===== src/scd_pkg.sv =====
package scd_pkg;

  localparam int unsigned SLOT_W   = 6;
  localparam int unsigned WBSEC_W  = 32;
  localparam int unsigned OP_W     = 2;
  localparam int unsigned SECIN_W  = 32;

  localparam logic [OP_W-1:0] OP_READ  = 2'd0;
  localparam logic [OP_W-1:0] OP_WRITE = 2'd1;
  localparam logic [OP_W-1:0] OP_FLUSH = 2'd2;

  typedef enum logic [1:0] {
    ST_IDLE,
    ST_SCAN,
    ST_ACC_FIN,
    ST_FLUSH_END
  } state_t;

  typedef struct packed {
    logic [SLOT_W-1:0]  slot;
    logic               hit;
    logic               fill;
    logic               wb;
    logic [WBSEC_W-1:0] wbsec;
    logic               last;
  } res_t;

endpackage


===== src/scd_mem.sv =====
module scd_mem #(
  parameter int unsigned DEPTH = 64,
  parameter int unsigned WIDTH = 49
) (
  input  logic                     clk,
  input  logic                     rd_en,
  input  logic [$clog2(DEPTH)-1:0] rd_addr,
  output logic [WIDTH-1:0]         rd_data,
  input  logic                     wr_en,
  input  logic [$clog2(DEPTH)-1:0] wr_addr,
  input  logic [WIDTH-1:0]         wr_data
);

  logic [WIDTH-1:0] mem [DEPTH];

  always_ff @(posedge clk) begin
    if (wr_en) begin
      mem[wr_addr] <= wr_data;
    end
  end

  always_ff @(posedge clk) begin
    if (rd_en) begin
      rd_data <= mem[rd_addr];
    end
  end

endmodule


===== src/scd_engine.sv =====
module scd_engine #(
  parameter int unsigned ENTRIES     = 64,
  parameter int unsigned COUNT_BITS  = 16,
  parameter int unsigned SECTOR_BITS = 32
) (
  input  logic                                     clk,
  input  logic                                     rst_n,
  input  logic                                     in_valid,
  output logic                                     in_ready,
  input  logic [scd_pkg::OP_W-1:0]                 in_op,
  input  logic [scd_pkg::SECIN_W-1:0]              in_sector,
  output logic                                     rd_en,
  output logic [$clog2(ENTRIES)-1:0]               rd_addr,
  input  logic [SECTOR_BITS+COUNT_BITS:0]          rd_data,
  output logic                                     wr_en,
  output logic [$clog2(ENTRIES)-1:0]               wr_addr,
  output logic [SECTOR_BITS+COUNT_BITS:0]          wr_data,
  input  logic                                     res_free,
  output logic                                     res_push,
  output scd_pkg::res_t                            res
);

  localparam int unsigned IW = $clog2(ENTRIES);
  localparam int unsigned CW = $clog2(ENTRIES + 1);

  scd_pkg::state_t state_r, state_nxt;

  logic                   is_flush_r, is_write_r;
  logic [SECTOR_BITS-1:0] sec_r;
  logic [CW-1:0]          fill_cnt_r;
  logic [IW-1:0]          vp_r;
  logic [CW-1:0]          rd_idx_r;
  logic                   dv_r;
  logic [IW-1:0]          di_r;
  logic                   hit_r;
  logic [IW-1:0]          hit_idx_r;
  logic [COUNT_BITS-1:0]  hit_cnt_r;
  logic                   hit_dirty_r;
  logic                   have_min_r;
  logic [COUNT_BITS-1:0]  min_r;
  logic [IW-1:0]          pick_r;
  logic [SECTOR_BITS-1:0] vic_tag_r;
  logic                   vic_dirty_r;
  logic                   pend_v_r;
  logic [IW-1:0]          pend_idx_r;
  logic [SECTOR_BITS-1:0] pend_tag_r;

  logic [SECTOR_BITS-1:0] cur_tag;
  logic [COUNT_BITS-1:0]  cur_cnt;
  logic                   cur_dirty;
  logic                   accept, scanning, stall, issue, scan_done, flush_hit;
  logic                   acc_eval, take_min, take_tie, room;
  logic [COUNT_BITS-1:0]  hit_cnt_sat;

  assign cur_tag   = rd_data[SECTOR_BITS+COUNT_BITS -: SECTOR_BITS];
  assign cur_cnt   = rd_data[COUNT_BITS:1];
  assign cur_dirty = rd_data[0];

  assign accept    = (state_r == scd_pkg::ST_IDLE) && in_valid;
  assign scanning  = (state_r == scd_pkg::ST_SCAN);
  assign stall     = scanning && is_flush_r && dv_r && cur_dirty && pend_v_r && !res_free;
  assign issue     = scanning && !stall && (rd_idx_r < fill_cnt_r);
  assign scan_done = scanning && !dv_r && (rd_idx_r == fill_cnt_r);
  assign flush_hit = scanning && is_flush_r && dv_r && cur_dirty && !stall;
  assign acc_eval  = scanning && !is_flush_r && dv_r;
  assign take_min  = !have_min_r || (cur_cnt < min_r);
  assign take_tie  = (cur_cnt == min_r) && (pick_r < vp_r) && (vp_r <= di_r);
  assign room      = fill_cnt_r < CW'(ENTRIES);
  assign hit_cnt_sat = (hit_cnt_r == {COUNT_BITS{1'b1}}) ? hit_cnt_r
                                                         : hit_cnt_r + COUNT_BITS'(1);

  always_comb begin
    state_nxt = state_r;
    unique case (state_r)
      scd_pkg::ST_IDLE: begin
        if (in_valid && (in_op == scd_pkg::OP_READ || in_op == scd_pkg::OP_WRITE ||
                         in_op == scd_pkg::OP_FLUSH)) begin
          state_nxt = scd_pkg::ST_SCAN;
        end
      end
      scd_pkg::ST_SCAN: begin
        if (scan_done) begin
          state_nxt = is_flush_r ? scd_pkg::ST_FLUSH_END : scd_pkg::ST_ACC_FIN;
        end
      end
      scd_pkg::ST_ACC_FIN, scd_pkg::ST_FLUSH_END: begin
        if (res_free) begin
          state_nxt = scd_pkg::ST_IDLE;
        end
      end
      default: state_nxt = scd_pkg::ST_IDLE;
    endcase
  end

  always_comb begin
    in_ready = (state_r == scd_pkg::ST_IDLE);
    rd_en    = issue;
    rd_addr  = rd_idx_r[IW-1:0];
    wr_en    = 1'b0;
    wr_addr  = di_r;
    wr_data  = {cur_tag, cur_cnt, 1'b0};
    res_push = 1'b0;
    res      = '0;
    unique case (state_r)
      scd_pkg::ST_SCAN: begin
        if (flush_hit) begin
          wr_en = 1'b1;
          if (pend_v_r) begin
            res_push  = 1'b1;
            res.slot  = scd_pkg::SLOT_W'(pend_idx_r);
            res.wb    = 1'b1;
            res.wbsec = scd_pkg::WBSEC_W'(pend_tag_r);
          end
        end
      end
      scd_pkg::ST_ACC_FIN: begin
        if (res_free) begin
          wr_en    = 1'b1;
          res_push = 1'b1;
          res.last = 1'b1;
          if (hit_r) begin
            wr_addr  = hit_idx_r;
            wr_data  = {sec_r, hit_cnt_sat, hit_dirty_r | is_write_r};
            res.slot = scd_pkg::SLOT_W'(hit_idx_r);
            res.hit  = 1'b1;
          end else if (room) begin
            wr_addr  = fill_cnt_r[IW-1:0];
            wr_data  = {sec_r, COUNT_BITS'(1), is_write_r};
            res.slot = scd_pkg::SLOT_W'(fill_cnt_r[IW-1:0]);
            res.fill = 1'b1;
          end else begin
            wr_addr   = pick_r;
            wr_data   = {sec_r, COUNT_BITS'(1), is_write_r};
            res.slot  = scd_pkg::SLOT_W'(pick_r);
            res.fill  = 1'b1;
            res.wb    = vic_dirty_r;
            res.wbsec = vic_dirty_r ? scd_pkg::WBSEC_W'(vic_tag_r) : '0;
          end
        end
      end
      scd_pkg::ST_FLUSH_END: begin
        if (res_free) begin
          res_push = 1'b1;
          res.last = 1'b1;
          if (pend_v_r) begin
            res.slot  = scd_pkg::SLOT_W'(pend_idx_r);
            res.wb    = 1'b1;
            res.wbsec = scd_pkg::WBSEC_W'(pend_tag_r);
          end
        end
      end
      default: begin
      end
    endcase
  end

  always_ff @(posedge clk) begin
    if (!rst_n) begin
      state_r    <= scd_pkg::ST_IDLE;
      fill_cnt_r <= '0;
      vp_r       <= '0;
      dv_r       <= 1'b0;
      hit_r      <= 1'b0;
      have_min_r <= 1'b0;
      pend_v_r   <= 1'b0;
      rd_idx_r   <= '0;
    end else begin
      state_r <= state_nxt;
      if (accept) begin
        rd_idx_r   <= '0;
        dv_r       <= 1'b0;
        hit_r      <= 1'b0;
        have_min_r <= 1'b0;
        pend_v_r   <= 1'b0;
      end
      if (scanning && !stall) begin
        dv_r <= issue;
        if (issue) begin
          rd_idx_r <= rd_idx_r + CW'(1);
        end
      end
      if (acc_eval) begin
        if (!hit_r && cur_tag == sec_r) begin
          hit_r <= 1'b1;
        end
        if (take_min) begin
          have_min_r <= 1'b1;
        end
      end
      if (flush_hit) begin
        pend_v_r <= 1'b1;
      end
      if (state_r == scd_pkg::ST_ACC_FIN && res_free && !hit_r) begin
        if (room) begin
          fill_cnt_r <= fill_cnt_r + CW'(1);
        end else begin
          vp_r <= (vp_r == IW'(ENTRIES - 1)) ? '0 : vp_r + IW'(1);
        end
      end
    end
  end

  always_ff @(posedge clk) begin
    if (accept) begin
      is_flush_r <= (in_op == scd_pkg::OP_FLUSH);
      is_write_r <= (in_op == scd_pkg::OP_WRITE);
      sec_r      <= SECTOR_BITS'(in_sector);
    end
    if (scanning && !stall) begin
      di_r <= rd_idx_r[IW-1:0];
    end
    if (acc_eval) begin
      if (!hit_r && cur_tag == sec_r) begin
        hit_idx_r   <= di_r;
        hit_cnt_r   <= cur_cnt;
        hit_dirty_r <= cur_dirty;
      end
      if (take_min || take_tie) begin
        pick_r      <= di_r;
        min_r       <= cur_cnt;
        vic_tag_r   <= cur_tag;
        vic_dirty_r <= cur_dirty;
      end
    end
    if (flush_hit) begin
      pend_idx_r <= di_r;
      pend_tag_r <= cur_tag;
    end
  end

endmodule


===== src/scd_out.sv =====
module scd_out (
  input  logic          clk,
  input  logic          rst_n,
  input  logic          push,
  input  scd_pkg::res_t d,
  output logic          free,
  output logic          out_valid,
  input  logic          out_ready,
  output scd_pkg::res_t q
);

  logic valid_r, valid_nxt;

  assign free      = !valid_r || out_ready;
  assign out_valid = valid_r;
  assign valid_nxt = push ? 1'b1 : (out_ready ? 1'b0 : valid_r);

  always_ff @(posedge clk) begin
    if (!rst_n) begin
      valid_r <= 1'b0;
    end else begin
      valid_r <= valid_nxt;
    end
  end

  always_ff @(posedge clk) begin
    if (push) begin
      q <= d;
    end
  end

endmodule


===== src/sector_cache_directory_lfu.sv =====
// channel | dir | handshake          | payload
// in      | in  | in_tvalid/tready   | in_tdata: op[1:0], sector[33:2], zero pad
// out     | out | out_tvalid/tready  | out_tdata: slot, hit, fill, wb, wb sector; out_tlast
//
// One word at a time. A read or write walks the filled entries in the directory memory,
// one per cycle, then updates one entry. A flush takes the same walk and sends each
// dirty entry once the walk reaches the next dirty one (the last at the end); it halts
// when a send is due while the output register is full. Reset is synchronous; entries
// fill in index order, so a fill count replaces valid bits. A result waits in the
// output register while the next word is taken.
module sector_cache_directory_lfu #(
  parameter int unsigned ENTRIES     = 64,
  parameter int unsigned COUNT_BITS  = 16,
  parameter int unsigned SECTOR_BITS = 32
) (
  input  logic        clk,
  input  logic        rst_n,
  input  logic        in_tvalid,
  output logic        in_tready,
  input  logic [39:0] in_tdata,   // op[1:0], sector[33:2]
  output logic        out_tvalid,
  input  logic        out_tready,
  output logic [47:0] out_tdata,  // slot[5:0], hit[6], fill_needed[7],
                                  // writeback_needed[8], writeback_sector[40:9]
  output logic        out_tlast
);

  localparam int unsigned IW = $clog2(ENTRIES);
  localparam int unsigned MW = SECTOR_BITS + COUNT_BITS + 1;

  logic          rd_en, wr_en, res_free, res_push;
  logic [IW-1:0] rd_addr, wr_addr;
  logic [MW-1:0] rd_data, wr_data;
  scd_pkg::res_t res, res_q;

  scd_mem #(
    .DEPTH(ENTRIES),
    .WIDTH(MW)
  ) u_mem (
    .clk    (clk),
    .rd_en  (rd_en),
    .rd_addr(rd_addr),
    .rd_data(rd_data),
    .wr_en  (wr_en),
    .wr_addr(wr_addr),
    .wr_data(wr_data)
  );

  scd_engine #(
    .ENTRIES    (ENTRIES),
    .COUNT_BITS (COUNT_BITS),
    .SECTOR_BITS(SECTOR_BITS)
  ) u_engine (
    .clk      (clk),
    .rst_n    (rst_n),
    .in_valid (in_tvalid),
    .in_ready (in_tready),
    .in_op    (in_tdata[1:0]),
    .in_sector(in_tdata[33:2]),
    .rd_en    (rd_en),
    .rd_addr  (rd_addr),
    .rd_data  (rd_data),
    .wr_en    (wr_en),
    .wr_addr  (wr_addr),
    .wr_data  (wr_data),
    .res_free (res_free),
    .res_push (res_push),
    .res      (res)
  );

  scd_out u_out (
    .clk      (clk),
    .rst_n    (rst_n),
    .push     (res_push),
    .d        (res),
    .free     (res_free),
    .out_valid(out_tvalid),
    .out_ready(out_tready),
    .q        (res_q)
  );

  assign out_tdata = {7'b0, res_q.wbsec, res_q.wb, res_q.fill, res_q.hit, res_q.slot};
  assign out_tlast = res_q.last;

endmodule


===== config.mk =====
export PLATFORM = sky130hd
export DESIGN_NAME = sector_cache_directory_lfu
export DESIGN_NICKNAME = d
export VERILOG_FILES = /design/src/scd_pkg.sv /design/src/scd_mem.sv /design/src/scd_engine.sv /design/src/scd_out.sv /design/src/sector_cache_directory_lfu.sv
export SDC_FILE = /design/constraint.sdc
export NUM_CORES = 2
export LEC_CHECK = 0
export BUFFER_PORTS_ARGS = -buffer_cell sky130_fd_sc_hd__buf_2
export CAP_MARGIN = 10
export CELL_PAD_IN_SITES_DETAIL_PLACEMENT = 1
export CELL_PAD_IN_SITES_GLOBAL_PLACEMENT = 1
export CORE_MARGIN = 3
export CORE_UTILIZATION = 30
export CTS_CLUSTER_SIZE = 25
export DETAILED_ROUTE_END_ITERATION = 8
export GPL_ROUTABILITY_DRIVEN = 0
export HOLD_SLACK_MARGIN = 0.15
export PLACE_DENSITY = 0.5
export SYNTH_ARGS = -nofsm -noshare
export SYNTH_HDL_FRONTEND = slang
export SYNTH_SLANG_ARGS = --single-unit
export TNS_END_PERCENT = 20

===== constraint.sdc =====
create_clock -name clk -period 11.9 [get_ports clk]
set_input_delay 0 -clock clk [delete_from_list [all_inputs] [get_ports clk]]
set_output_delay 0 -clock clk [all_outputs]
set_load 0.1 [all_outputs]

==> results_dict.tcl <==
set metrics [dict create \
    synth_top_area_cell "edfxtp_1" \
    hp-class "in -> reg" \
    wl_um 385000 \
    fillers 41800 \
    layout-drive-gt1-share 0.258 \
    globalRouteOverflowTotal 0 \
    drtPass1Iterations 5 \
    nets 6445 \
    end_kind "register" \
    grt_max_degree 98 \
    cts_buffers 371 \
    first_iter_violations 6609 \
    leakage_nw 45.5 \
    crit_type "reg -> reg" \
    finalClockSkew_ns 0.0397 \
    arrival_ns 5.92 \
    yosysWarnings 0 \
    synth_top_area_frac 0.782 \
    fin_crit_sh 0.452 \
    cap_violations 0 \
    synth.area.mux_share 0.139 \
    grt_pass1_vias 67600 \
    synthCells 5923 \
    cts_tree "built" \
    slew_headroom 0.0832 \
    initial_core_util 0.301 \
    synthFlopType "edfxtp_1" \
    peakVddDrop_mv 0.113 \
    worst_slew_pin_slew_ns 1.37 \
    min_period_ns 5.38 \
    antenna_found_initial 34 \
    numPortBuffers 81 \
    grt_pass1_wl_um 536000 \
    pin_count 95 \
    async_reset_ff_frac 0 \
    tns_ns 0 \
    cts_sinks 3410 \
    power_density_nw_per_um2 177 \
    synth_compound_area_frac 0.0388 \
    ant_nets 0 \
    row_count 241 \
    die_y_um 664 \
    syn_area_um2 130000 \
    synthAdderAreaFrac 0.00414 \
    multiInputGateArea_um2 27000 \
    rsz0062_at_grt "false" \
    core_area_um2 431000 \
    max_freq_ghz 0.186 \
    power.total_mw 26.8 \
    synth-simple-area-share 0.0155 \
    drc 0 \
    crit_path_start_kind "register" \
    synth_top_family_by_area "multiplexers" \
    clkLatencyLatePin_ns 0.93 \
    cts_buffer_depth 4 \
    post_drt_wl_per_cell_um 31.1 \
    synth.avg_cell_area_um2 21.9 \
    cts_htree_levels 5 \
    ys_top_cells_by_area "edfxtp_1 78%, mux4_2 13%, mux2i_1 1.2%, a22oi_1 1.2%, a211oi_1 0.62%" \
    ys_seq_area_frac 0.786 \
    cp.required_ns 12.44 \
    clk_pin_slew_ns 0.06 \
    ys_types 53 \
    status "finished, final reports clean" \
    vias 63600 \
    syn_to_final_growth_pct 16.6 \
    seqCellArea_um2 102000 \
    cp_max_fo 42 \
    dieArea_um2 441000 \
    gr-usage-all-layers 0.171 \
    cts_setup_buffers 0 \
    synth_xor_area_frac 0.00337 \
    drv_slew 0 \
    place_hpwl_um 209000 \
    via_per_inst 5.13 \
    die_w_um 664 \
    clockRootBuffer "clkbuf_16" \
    finalHoldViolCount 0 \
    synth_edf_count 3383 \
    yosys_register_bits 3410 \
    finalSetupViolCount 0 \
]
[report_power, final]
part	internal (mW)	switching (mW)
registers	13.8	0.0897
clock network	6.62	4.74
logic	0.390	1.22
total	20.8	6.05
[cell usage in the layout (no fill, tap or decap), types with 24 or more instances in the layout]
| master | instances |
|---|---|
| edfxtp_1 | 3383 |
| mux4_2 | 731 |
| clkbuf_16 | 385 |
| buf_4 | 209 |
| a22oi_1 | 206 |
| mux2i_1 | 158 |
| nand2_1 | 125 |
| a21oi_1 | 107 |
| a211oi_1 | 101 |
| clkinv_1 | 85 |
| buf_2 | 81 |
| clkinv_2 | 75 |
| clkbuf_1 | 75 |
| dlygate4sd3_1 | 74 |
| nor2_1 | 72 |
| nor2_4 | 69 |
| a22o_1 | 62 |
| o22ai_1 | 49 |
| o221ai_1 | 48 |
| inv_1 | 44 |
| ha_1 | 42 |
| nand2_2 | 38 |
| bufinv_16 | 33 |
| a221oi_1 | 28 |
| nand3_1 | 28 |
| xor2_1 | 26 |
| or3_1 | 25 |
| xnor2_1 | 24 |
[timing repair]
| item | CTS | global route |
|---|---|---|
| gates resized for setup | 0 | 0 |
| hold endpoints to repair | 99 | 0 |
| hold buffers | 74 | 0 |
[per-stage QoR]
step,worst slack (ns),hold WS [ns],cell area (um^2),utilization,std cells
global route,6.27,0.269,152000,0.351,12400
floorplan,5.51,0.0989,130000,-,5929
finish,6.52,0.276,152000,0.351,12400
global placement,6.51,0.179,139000,0.321,11600
detailed placement,6.43,0.179,139000,0.321,11600
CTS,6.41,0.198,151000,0.351,12400
[routing by layer]
metal | track usage | routed length [um]
met4 | 0.0354 | 7960
met5 | 0 | 56
met2 | 0.287 | 189000
met1 | 0.236 | 168000
met3 | 0.0254 | 20200
[worst max-delay path, stage by stage, from the launching register on]
cell and delay (ns):
dfxtp_1 0.35, inv_1 0.12, ha_1 0.22, and2_2 0.15
buf_4 0.53, o211ai_1 0.42, nand2_1 0.25, nand3_1 0.84
nor2_4 1.29, buf_4 0.72
[sequential cells by signal (all words and copies together) (netlist names), 7 cells and up]
name,count
u_engine.sec_r,32
u_engine.fill_cnt_r,7
u_mem.rd_data,49
u_engine.pend_tag_r,32
u_engine.vic_tag_r,32
u_mem.mem,3136
u_out.q,42
u_engine.rd_idx_r,7
u_engine.hit_cnt_r,16
u_engine.min_r,16
[cells by family after synthesis]
logic type | Yosys count
DFF | 3410
muxes | 890
AOI/OAI and AO/OA | 704
and+or+nand+nor | 448
buffers and inverters | 377
xor gates and xnor gates | 50
adders and majority gates | 43
other | 1
[path summary, 6_finish.rpt]
check | slack, ns | from | cells past startpoint | to
worst max-delay path | 6.52 | u_engine.state_r[0]$_SDFFE_PN0P_ | 9 | u_mem.mem[12][12]$_DFFE_PP_
worst min-delay path | 0.28 | in_tvalid | 6 | u_engine.state_r[0]$_SDFFE_PN0P_
worst max register to register | 6.52 | u_engine.state_r[0]$_SDFFE_PN0P_ | 9 | u_mem.mem[12][12]$_DFFE_PP_
worst min register to register | 0.47 | u_engine.have_min_r$_SDFF_PN0_ | 2 | u_engine.have_min_r$_SDFF_PN0_
[cell usage after synthesis (all sizes together), types with 28 or more instances]
library cell,count
edfxtp,3383
mux4,731
a22oi,207
buf,179
nand2,166
mux2i,158
clkbuf,153
nor2,141
a21oi,109
a211oi,107
a22o,62
o22ai,49
o221ai,48
inv,45
ha,43
o21ai,41
a221oi,28
nand3,28
[cell type report]
cell class | count | share of cell area
Antenna cell | 10 | 0.000165
Inverter | 45 | 0.00111
Timing Repair Buffer | 388 | 0.0210
Sequential cell | 3410 | 0.674
Clock buffer | 460 | 0.0654
Clock inverter | 219 | 0.0130
Multi-Input combinational cell | 2142 | 0.178
Tap cell | 5710 | 0.0471
Note: power is estimated with default switching activity, not from simulation.
